===== src/design/msd_pkg.sv =====
`default_nettype none

package msd_pkg;

    // Character codes that carry Morse symbols.
    localparam logic [7:0] SYM_DOT  = 8'h2E;
    localparam logic [7:0] SYM_DASH = 8'h2D;

    // Group length limits; the counter saturates at TOO_LONG.
    localparam logic [2:0] MAX_SYMBOLS = 3'd4;
    localparam logic [2:0] TOO_LONG    = 3'd5;

    // Classified character as it travels from the front to the back part.
    typedef struct packed {
        logic is_sym;
        logic is_dash;
        logic last;
    } t_token;

    // Letter at a node of the Morse binary tree: root 1, a dot goes to 2n,
    // a dash to 2n + 1. Nodes without a letter give 0.
    function automatic logic [7:0] node_letter(input logic [4:0] node);
        logic [7:0] letter_code;
        unique case (node)
            5'd2:    letter_code = "E";
            5'd3:    letter_code = "T";
            5'd4:    letter_code = "I";
            5'd5:    letter_code = "A";
            5'd6:    letter_code = "N";
            5'd7:    letter_code = "M";
            5'd8:    letter_code = "S";
            5'd9:    letter_code = "U";
            5'd10:   letter_code = "R";
            5'd11:   letter_code = "W";
            5'd12:   letter_code = "D";
            5'd13:   letter_code = "K";
            5'd14:   letter_code = "G";
            5'd15:   letter_code = "O";
            5'd16:   letter_code = "H";
            5'd17:   letter_code = "V";
            5'd18:   letter_code = "F";
            5'd20:   letter_code = "L";
            5'd22:   letter_code = "P";
            5'd23:   letter_code = "J";
            5'd24:   letter_code = "B";
            5'd25:   letter_code = "X";
            5'd26:   letter_code = "C";
            5'd27:   letter_code = "Y";
            5'd28:   letter_code = "Z";
            5'd29:   letter_code = "Q";
            default: letter_code = 8'd0;
        endcase
        return letter_code;
    endfunction

endpackage

`default_nettype wire


===== src/design/msd_front.sv =====
`default_nettype none

module msd_front (
    input  wire logic            i_clk,
    input  wire logic            i_rst_n,
    // Input character stream.
    input  wire logic            i_s_tvalid,
    output logic                 o_s_tready,
    input  wire logic [7:0]      i_s_tdata,
    input  wire logic            i_s_tlast,
    // Classified token toward the queue.
    output logic                 o_tok_valid,
    input  wire logic            i_tok_ready,
    output msd_pkg::t_token      o_tok
);

    logic            r_valid;
    msd_pkg::t_token r_tok;
    msd_pkg::t_token n_tok;

    // The stage takes a new request whenever it is empty or is being drained.
    assign o_s_tready  = !r_valid || i_tok_ready;
    assign o_tok_valid = r_valid;
    assign o_tok       = r_tok;

    // Classify the character as dot, dash or separator.
    always_comb begin
        n_tok.is_dash = (i_s_tdata == msd_pkg::SYM_DASH);
        n_tok.is_sym  = (i_s_tdata == msd_pkg::SYM_DOT) || n_tok.is_dash;
        n_tok.last    = i_s_tlast;
    end

    // Stage valid flag.
    always_ff @(posedge i_clk) begin
        if (!i_rst_n) begin
            r_valid <= 1'b0;
        end else if (o_s_tready) begin
            r_valid <= i_s_tvalid;
        end
    end

    // Stage payload.
    always_ff @(posedge i_clk) begin
        if (o_s_tready && i_s_tvalid) begin
            r_tok <= n_tok;
        end
    end

endmodule

`default_nettype wire


===== src/design/msd_queue.sv =====
`default_nettype none

module msd_queue #(
    parameter int DEPTH = 2
) (
    input  wire logic            i_clk,
    input  wire logic            i_rst_n,
    input  wire logic            i_push_valid,
    output logic                 o_push_ready,
    input  wire msd_pkg::t_token i_push_tok,
    output logic                 o_pop_valid,
    input  wire logic            i_pop_ready,
    output msd_pkg::t_token      o_pop_tok
);

    localparam int PW = $clog2(DEPTH);
    localparam int CW = $clog2(DEPTH + 1);
    localparam logic [PW-1:0] LAST_PTR = PW'(DEPTH - 1);
    localparam logic [CW-1:0] FULL_CNT = CW'(DEPTH);

    msd_pkg::t_token r_mem [DEPTH];
    logic [PW-1:0]   r_wr_ptr;
    logic [PW-1:0]   r_rd_ptr;
    logic [CW-1:0]   r_cnt;
    logic            push;
    logic            pop;

    assign o_push_ready = (r_cnt != FULL_CNT);
    assign o_pop_valid  = (r_cnt != '0);
    assign o_pop_tok    = r_mem[r_rd_ptr];
    assign push         = i_push_valid && o_push_ready;
    assign pop          = o_pop_valid && i_pop_ready;

    // Pointers and fill count.
    always_ff @(posedge i_clk) begin
        if (!i_rst_n) begin
            r_wr_ptr <= '0;
            r_rd_ptr <= '0;
            r_cnt    <= '0;
        end else begin
            if (push) begin
                r_wr_ptr <= (r_wr_ptr == LAST_PTR) ? '0 : r_wr_ptr + PW'(1);
            end
            if (pop) begin
                r_rd_ptr <= (r_rd_ptr == LAST_PTR) ? '0 : r_rd_ptr + PW'(1);
            end
            if (push && !pop) begin
                r_cnt <= r_cnt + CW'(1);
            end else if (pop && !push) begin
                r_cnt <= r_cnt - CW'(1);
            end
        end
    end

    // Token storage.
    always_ff @(posedge i_clk) begin
        if (push) begin
            r_mem[r_wr_ptr] <= i_push_tok;
        end
    end

endmodule

`default_nettype wire


===== src/design/msd_back.sv =====
`default_nettype none

module msd_back (
    input  wire logic            i_clk,
    input  wire logic            i_rst_n,
    // Tokens from the queue.
    input  wire logic            i_tok_valid,
    output logic                 o_tok_ready,
    input  wire msd_pkg::t_token i_tok,
    // Result stream.
    output logic                 o_m_tvalid,
    input  wire logic            i_m_tready,
    output logic [7:0]           o_m_tdata,  // [7:0] letter
    output logic                 o_m_tlast,  // line_end
    output logic [1:0]           o_m_tuser   // [0] has_letter, [1] unknown_code
);

    logic [2:0] r_cnt;
    logic [3:0] r_pat;
    logic       r_valid;
    logic [7:0] r_letter;
    logic       r_has;
    logic       r_unk;
    logic       r_lend;

    logic [2:0] sym_cnt;
    logic [3:0] sym_pat;
    logic [2:0] n_cnt;
    logic [3:0] n_pat;
    logic [4:0] node;
    logic [7:0] dec_letter;
    logic       emit;
    logic       n_has;
    logic       take;

    // A token is taken when the output register is free or being drained.
    assign o_tok_ready = !r_valid || i_m_tready;
    assign take        = i_tok_valid && o_tok_ready;

    assign o_m_tvalid = r_valid;
    assign o_m_tdata  = r_letter;
    assign o_m_tlast  = r_lend;
    assign o_m_tuser  = {r_unk, r_has};

    // Symbols extend the group; past four symbols the counter saturates.
    always_comb begin
        sym_cnt = r_cnt;
        sym_pat = r_pat;
        if (i_tok.is_sym) begin
            if (r_cnt < msd_pkg::MAX_SYMBOLS) begin
                sym_pat = {r_pat[2:0], i_tok.is_dash};
                sym_cnt = r_cnt + 3'd1;
            end else begin
                sym_cnt = msd_pkg::TOO_LONG;
            end
        end
    end

    // Tree node of the pending group: a leading one above the used symbols.
    always_comb begin
        unique case (sym_cnt)
            3'd1:    node = {4'b0001, sym_pat[0]};
            3'd2:    node = {3'b001, sym_pat[1:0]};
            3'd3:    node = {2'b01, sym_pat[2:0]};
            3'd4:    node = {1'b1, sym_pat[3:0]};
            default: node = 5'd0;
        endcase
        dec_letter = msd_pkg::node_letter(node);
    end

    // A separator or the end of a line closes the group.
    always_comb begin
        emit  = 1'b0;
        n_has = 1'b0;
        n_cnt = sym_cnt;
        n_pat = sym_pat;
        if (!i_tok.is_sym || i_tok.last) begin
            if (sym_cnt != 3'd0) begin
                emit  = 1'b1;
                n_has = 1'b1;
                n_cnt = 3'd0;
                n_pat = 4'd0;
            end else begin
                emit = i_tok.last;
            end
        end
    end

    // Group state and output valid flag.
    always_ff @(posedge i_clk) begin
        if (!i_rst_n) begin
            r_cnt   <= 3'd0;
            r_pat   <= 4'd0;
            r_valid <= 1'b0;
        end else begin
            if (take) begin
                r_cnt <= n_cnt;
                r_pat <= n_pat;
            end
            if (o_tok_ready) begin
                r_valid <= take && emit;
            end
        end
    end

    // Result payload.
    always_ff @(posedge i_clk) begin
        if (take && emit) begin
            r_letter <= n_has ? dec_letter : 8'd0;
            r_has    <= n_has;
            r_unk    <= n_has && (dec_letter == 8'd0);
            r_lend   <= i_tok.last;
        end
    end

endmodule

`default_nettype wire


===== src/design/morse_stream_decoder.sv =====
`default_nettype none

// Morse stream decoder for the letters A to Z. One ASCII character is taken
// per clock cycle while the token queue has room, with tlast marking the
// last character of a line; dots and dashes build a group of up to four
// symbols, and any other character, or the end of a line, closes it and
// sends one result: the letter with has_letter set, letter 0 with
// unknown_code set for an unknown or too long group, or an empty result
// with tlast set for a line that ends with nothing pending. A new character
// is accepted every cycle while the queue has room; a result passes the
// classify register, token queue and output register, and the QUEUE_DEPTH
// entry queue lets the input side keep going while the result side stalls.
module morse_stream_decoder #(
    parameter int QUEUE_DEPTH = 2
) (
    input  wire logic        i_clk,
    input  wire logic        i_rst_n,
    input  wire logic        i_s_tvalid,
    output logic             o_s_tready,
    input  wire logic [7:0]  i_s_tdata,  // [7:0] char_in
    input  wire logic        i_s_tlast,  // line_last
    output logic             o_m_tvalid,
    input  wire logic        i_m_tready,
    output logic [7:0]       o_m_tdata,  // [7:0] letter
    output logic             o_m_tlast,  // line_end
    output logic [1:0]       o_m_tuser   // [0] has_letter, [1] unknown_code
);

    logic            fr_valid;
    logic            fr_ready;
    msd_pkg::t_token fr_tok;
    logic            bk_valid;
    logic            bk_ready;
    msd_pkg::t_token bk_tok;

    // Front part: accept and classify characters.
    msd_front u_front (
        .i_clk       (i_clk),
        .i_rst_n     (i_rst_n),
        .i_s_tvalid  (i_s_tvalid),
        .o_s_tready  (o_s_tready),
        .i_s_tdata   (i_s_tdata),
        .i_s_tlast   (i_s_tlast),
        .o_tok_valid (fr_valid),
        .i_tok_ready (fr_ready),
        .o_tok       (fr_tok)
    );

    // Token queue between the two parts.
    msd_queue #(
        .DEPTH (QUEUE_DEPTH)
    ) u_queue (
        .i_clk        (i_clk),
        .i_rst_n      (i_rst_n),
        .i_push_valid (fr_valid),
        .o_push_ready (fr_ready),
        .i_push_tok   (fr_tok),
        .o_pop_valid  (bk_valid),
        .i_pop_ready  (bk_ready),
        .o_pop_tok    (bk_tok)
    );

    // Back part: group state, decoding and result register.
    msd_back u_back (
        .i_clk       (i_clk),
        .i_rst_n     (i_rst_n),
        .i_tok_valid (bk_valid),
        .o_tok_ready (bk_ready),
        .i_tok       (bk_tok),
        .o_m_tvalid  (o_m_tvalid),
        .i_m_tready  (i_m_tready),
        .o_m_tdata   (o_m_tdata),
        .o_m_tlast   (o_m_tlast),
        .o_m_tuser   (o_m_tuser)
    );

endmodule

`default_nettype wire


===== config.mk =====
export PLATFORM = sky130hd
export DESIGN_NAME = morse_stream_decoder
export DESIGN_NICKNAME = d
export VERILOG_FILES = /design/src/design/msd_pkg.sv /design/src/design/msd_front.sv /design/src/design/msd_queue.sv /design/src/design/msd_back.sv /design/src/design/morse_stream_decoder.sv
export SDC_FILE = /design/constraint.sdc
export NUM_CORES = 1
export LEC_CHECK = 0
export BUFFER_PORTS_ARGS = -buffer_cell sky130_fd_sc_hd__clkbuf_2
export CAP_MARGIN = 10
export CORE_UTILIZATION = 35
export CTS_BUF_LIST = sky130_fd_sc_hd__clkbuf_16
export DETAILED_ROUTE_END_ITERATION = 12
export PLACE_DENSITY_LB_ADDON = 0.15
export SYNTH_ARGS = -nofsm -noshare
export SYNTH_HDL_FRONTEND = slang
export SYNTH_SLANG_ARGS = --single-unit

===== constraint.sdc =====
create_clock -name i_clk -period 3.8 [get_ports i_clk]
set_input_delay 0.76 -clock i_clk [delete_from_list [all_inputs] [get_ports i_clk]]
set_output_delay 0.76 -clock i_clk [all_outputs]
set_load 0.01 [all_outputs]

==> out/summary.txt <==
Slew Limit Fails - 0
Clock Path Buffers - 2
Initial Util - 36.8%
Post-layout util - 42.4%
FILL cells - 604
Worst EP required - 3.91 ns
CP max FO - 14
Core ar. - 6030 um2
Total CTS buffers - 5
Final net count - 277
Post-Syn Area - 2220 um2
Post-Syn Instances - 231
Peak VDD IR - 0.310 mV
Worst hold path depth - 0
Total grt overflow - 0
Max cap viols - 0
R2R cell count - 10
Main flop type after synthesis - edfxtp_1
N_diodes - 0
Status - finished clean
Area Growth Syn to Fin - 15.0%
DRT Pass-1 Iters - 4
Final Setup Violations - 0
GRT Total Usage - 16.5%
CTS resizes - 0
CTS tree - done
Ports - 26
Root Buffer Master - clkbuf_16
Yosys warnings - 0
Dpl hpwl - 3.65 mm
Post-synth cell types - 66
Remaining DRCs - 0
R2R Path End - u_back.r_unk$_DFFE_PP_
Setup TNS - 0 ns
Die W - 81.6 um
DR vias - 1,795
Die ar. - 6660 um2
Crit start category - register
Mean Syn Cell Area - 9.61 um2
Leakage - 0.00105 uW
WHS Endpoint - u_queue.r_mem[0][0]$_DFFE_PP_
WP data arrival - 3.38 ns
R2r startpoint - u_back.r_cnt[2]$_SDFFE_PN0P_
Pre-CTS setup slack - 0.586 ns
Gpl congestion - 0.867
Crit Path Class - reg -> reg
Number of global-route vias before repair - 1,650
WHS - 0.449 ns
#FFs+latches synth - 32
Routed WL per cell - 14.7 um
Clk sinks - 32
Vias per cell - 5.42
R2r setup slk - 0.53 ns
Post-route clock period utilization - 86.1%
Clk slew on worst S/H paths - 0.06 ns
Routed wire length - 4.88 mm
Num rows - 28
Share of cells above drive strength 1 - 22.3%
Hold Buf Count CTS - 0
Fmax - 306 MHz
I/O Buffers - 23
Async set-reset flop share out of synthesis - 0%
Crit. End Element - register
Seq/Total Area, Yosys - 37.0%
Worst Tran Pin Value - 0.703 ns
Detail Route Antenna Nets - 0
Fin crit period - 3.27 ns
Post-CTS Setup Bufs - 0
Clock Skews - 0.00538 ns
Endpoints failing hold - 0
Largest net degree at the start of global routing - 16
HP Class - reg -> reg
First-pass GRT wire length - 8.06 mm
Die Height - 81.6 um
H-tree level count - 2
Final WS setup - 0.528 ns
Initial antenna violation count - 0
Initial DRC count - 169
Unrepaired setup endpoints after global routing - false
Clk_lat worst skew - 0.28 ns
Slew margin rel. - 53.0%
HP Start - u_front.o_tok[0]$_DFFE_PP_
EDFF count, synth - 18
Cell Pwr Density - 631 nW/um2
==> how the worst max path moves through the flow <==
stage	from	endpoint	slack, ns	cells past startpoint
6_report	u_back.r_cnt[2]$_SDFFE_PN0P_	u_back.r_unk$_DFFE_PP_	0.53	10
5_1_grt	u_back.r_cnt[2]$_SDFFE_PN0P_	u_back.r_unk$_DFFE_PP_	0.22	10
4_1_cts	u_back.r_cnt[2]$_SDFFE_PN0P_	u_back.r_unk$_DFFE_PP_	0.56	10
3_5_place_dp	u_back.r_cnt[2]$_SDFFE_PN0P_	u_back.r_unk$_DFFE_PP_	0.59	10
3_3_place_gp	u_back.r_cnt[2]$_SDFFE_PN0P_	u_back.r_unk$_DFFE_PP_	0.54	10
2_1_floorplan	u_back.r_cnt[0]$_SDFFE_PN0P_	u_back.r_unk$_DFFE_PP_	0.99	12
==> cell families after synthesis <==
logic type                 synth area share, %
xor gates and xnor gates                  3.55
muxes                                     6.88
buffers and inverters                     5.86
adders and majority gates                 5.07
AOI/OAI and AO/OA                         21.6
other                                    0.169
and+or+nand+nor                           19.9
DFF                                       37.0
==> cells in the mapped netlist, drive strengths merged (4+ instances only) <==
cell | n | area share (%)
a21oi | 17 | 4.0
a22oi | 4 | 2.0
and2 | 6 | 1.8
buf | 10 | 3.7
dfxtp | 14 | 13
edfxtp | 18 | 24
ha | 9 | 5.1
inv | 9 | 1.5
mux2 | 4 | 2.5
mux2i | 8 | 4.3
nand2 | 11 | 1.9
nand2b | 4 | 1.1
nor2 | 26 | 4.4
nor2b | 6 | 1.7
nor3 | 9 | 2.5
o21ai | 12 | 2.9
xnor2 | 6 | 2.4
==> power by group <==
part	internal [uW]	switching, uW	leakage [uW]
logic	267	396	0.000688
clock network	308	154	0.0000798
registers	448	38.7	0.000286
==> registers in the layout (all words and copies together) (netlist names), named ones only <==
register / cells
u_back.r_has: 1
u_back.r_pat: 4
u_back.r_unk: 1
u_queue.r_mem: 6
u_queue.r_rd_ptr: 1
u_front.o_tok_valid: 1
u_back.o_m_tlast: 1
u_front.o_tok: 3
u_queue.r_wr_ptr: 1
u_queue.r_cnt: 2
u_back.r_cnt: 3
u_back.o_m_tdata: 6
u_back.o_m_tvalid: 1
==> worst max-delay path, cell delays in order (launching register included) <==
cell	delay, ns
dfxtp_1	0.41
buf_4	0.24
o31ai_1	0.31
a2bb2oi_1	0.64
inv_1	0.22
ha_1	0.27
o21ai_0	0.16
a21oi_1	0.10
a311oi_2	0.28
o2111ai_1	0.19
nor4_2	0.28
==> through the flow <==
step                cell area, um2  instances  total power (uW)
global route                  2550        331              1720
global placement              2380        323              1160
CTS                           2550        331              1620
detailed placement            2380        323              1150
floorplan                     2220        232              1010
finish                        2550        331              1610
==> per-layer routing <==
layer | up-vias | part of all wire [%] | global-route usage [%] | routed length, um
li1 | 894 | - | - | -
met1 | 832 | 45 | 19.9 | 2210
met2 | 60 | 48 | 27.4 | 2340
met3 | 9 | 4.9 | 3.89 | 240
met4 | 0 | 1.9 | 8.60 | 93
met5 | - | 0 | 0 | 0
==> final cells by class <==
cell class | instances | area, um2 | share of cell area [%]
multi-input combinational | 177 | 1270 | 49.9
sequential | 32 | 821 | 32.2
inverter | 10 | 37.5 | 1.47
clock inverter | 3 | 42.5 | 1.67
timing repair buffer | 29 | 160 | 6.27
tap | 75 | 93.8 | 3.68
clock buffer | 5 | 125 | 4.90
==> cell usage in the layout, fill, tap and decap left out, types with 2 or more instances in the layout <==
cell | synthesis | layout
a21o_1 | 2 | 2
a21oi_1 | 16 | 16
a221oi_1 | 2 | 2
a22oi_1 | 3 | 3
a2bb2oi_1 | 2 | 2
a31oi_1 | 2 | 2
a32oi_1 | 2 | 2
and2_1 | 5 | 5
and3_1 | 2 | 2
buf_4 | 4 | 6
clkbuf_16 | 0 | 5
clkbuf_2 | 0 | 23
conb_1 | 1 | 2
dfxtp_1 | 14 | 14
edfxtp_1 | 18 | 18
ha_1 | 9 | 9
inv_1 | 9 | 9
mux2_4 | 3 | 3
mux2i_1 | 6 | 6
nand2_1 | 11 | 11
nand2b_1 | 4 | 4
nand3_1 | 3 | 3
nand3b_1 | 3 | 3
nor2_1 | 26 | 26
nor2b_1 | 6 | 6
nor3_1 | 7 | 7
nor3_2 | 2 | 2
nor3b_1 | 2 | 2
o211ai_1 | 2 | 2
o21a_1 | 2 | 2
o21ai_0 | 9 | 9
o21ai_1 | 2 | 2
o31ai_1 | 3 | 3
or2_1 | 2 | 2
or3_1 | 2 | 2
xnor2_1 | 6 | 6
xor2_1 | 3 | 3
(Power assumes the default switching activity.)
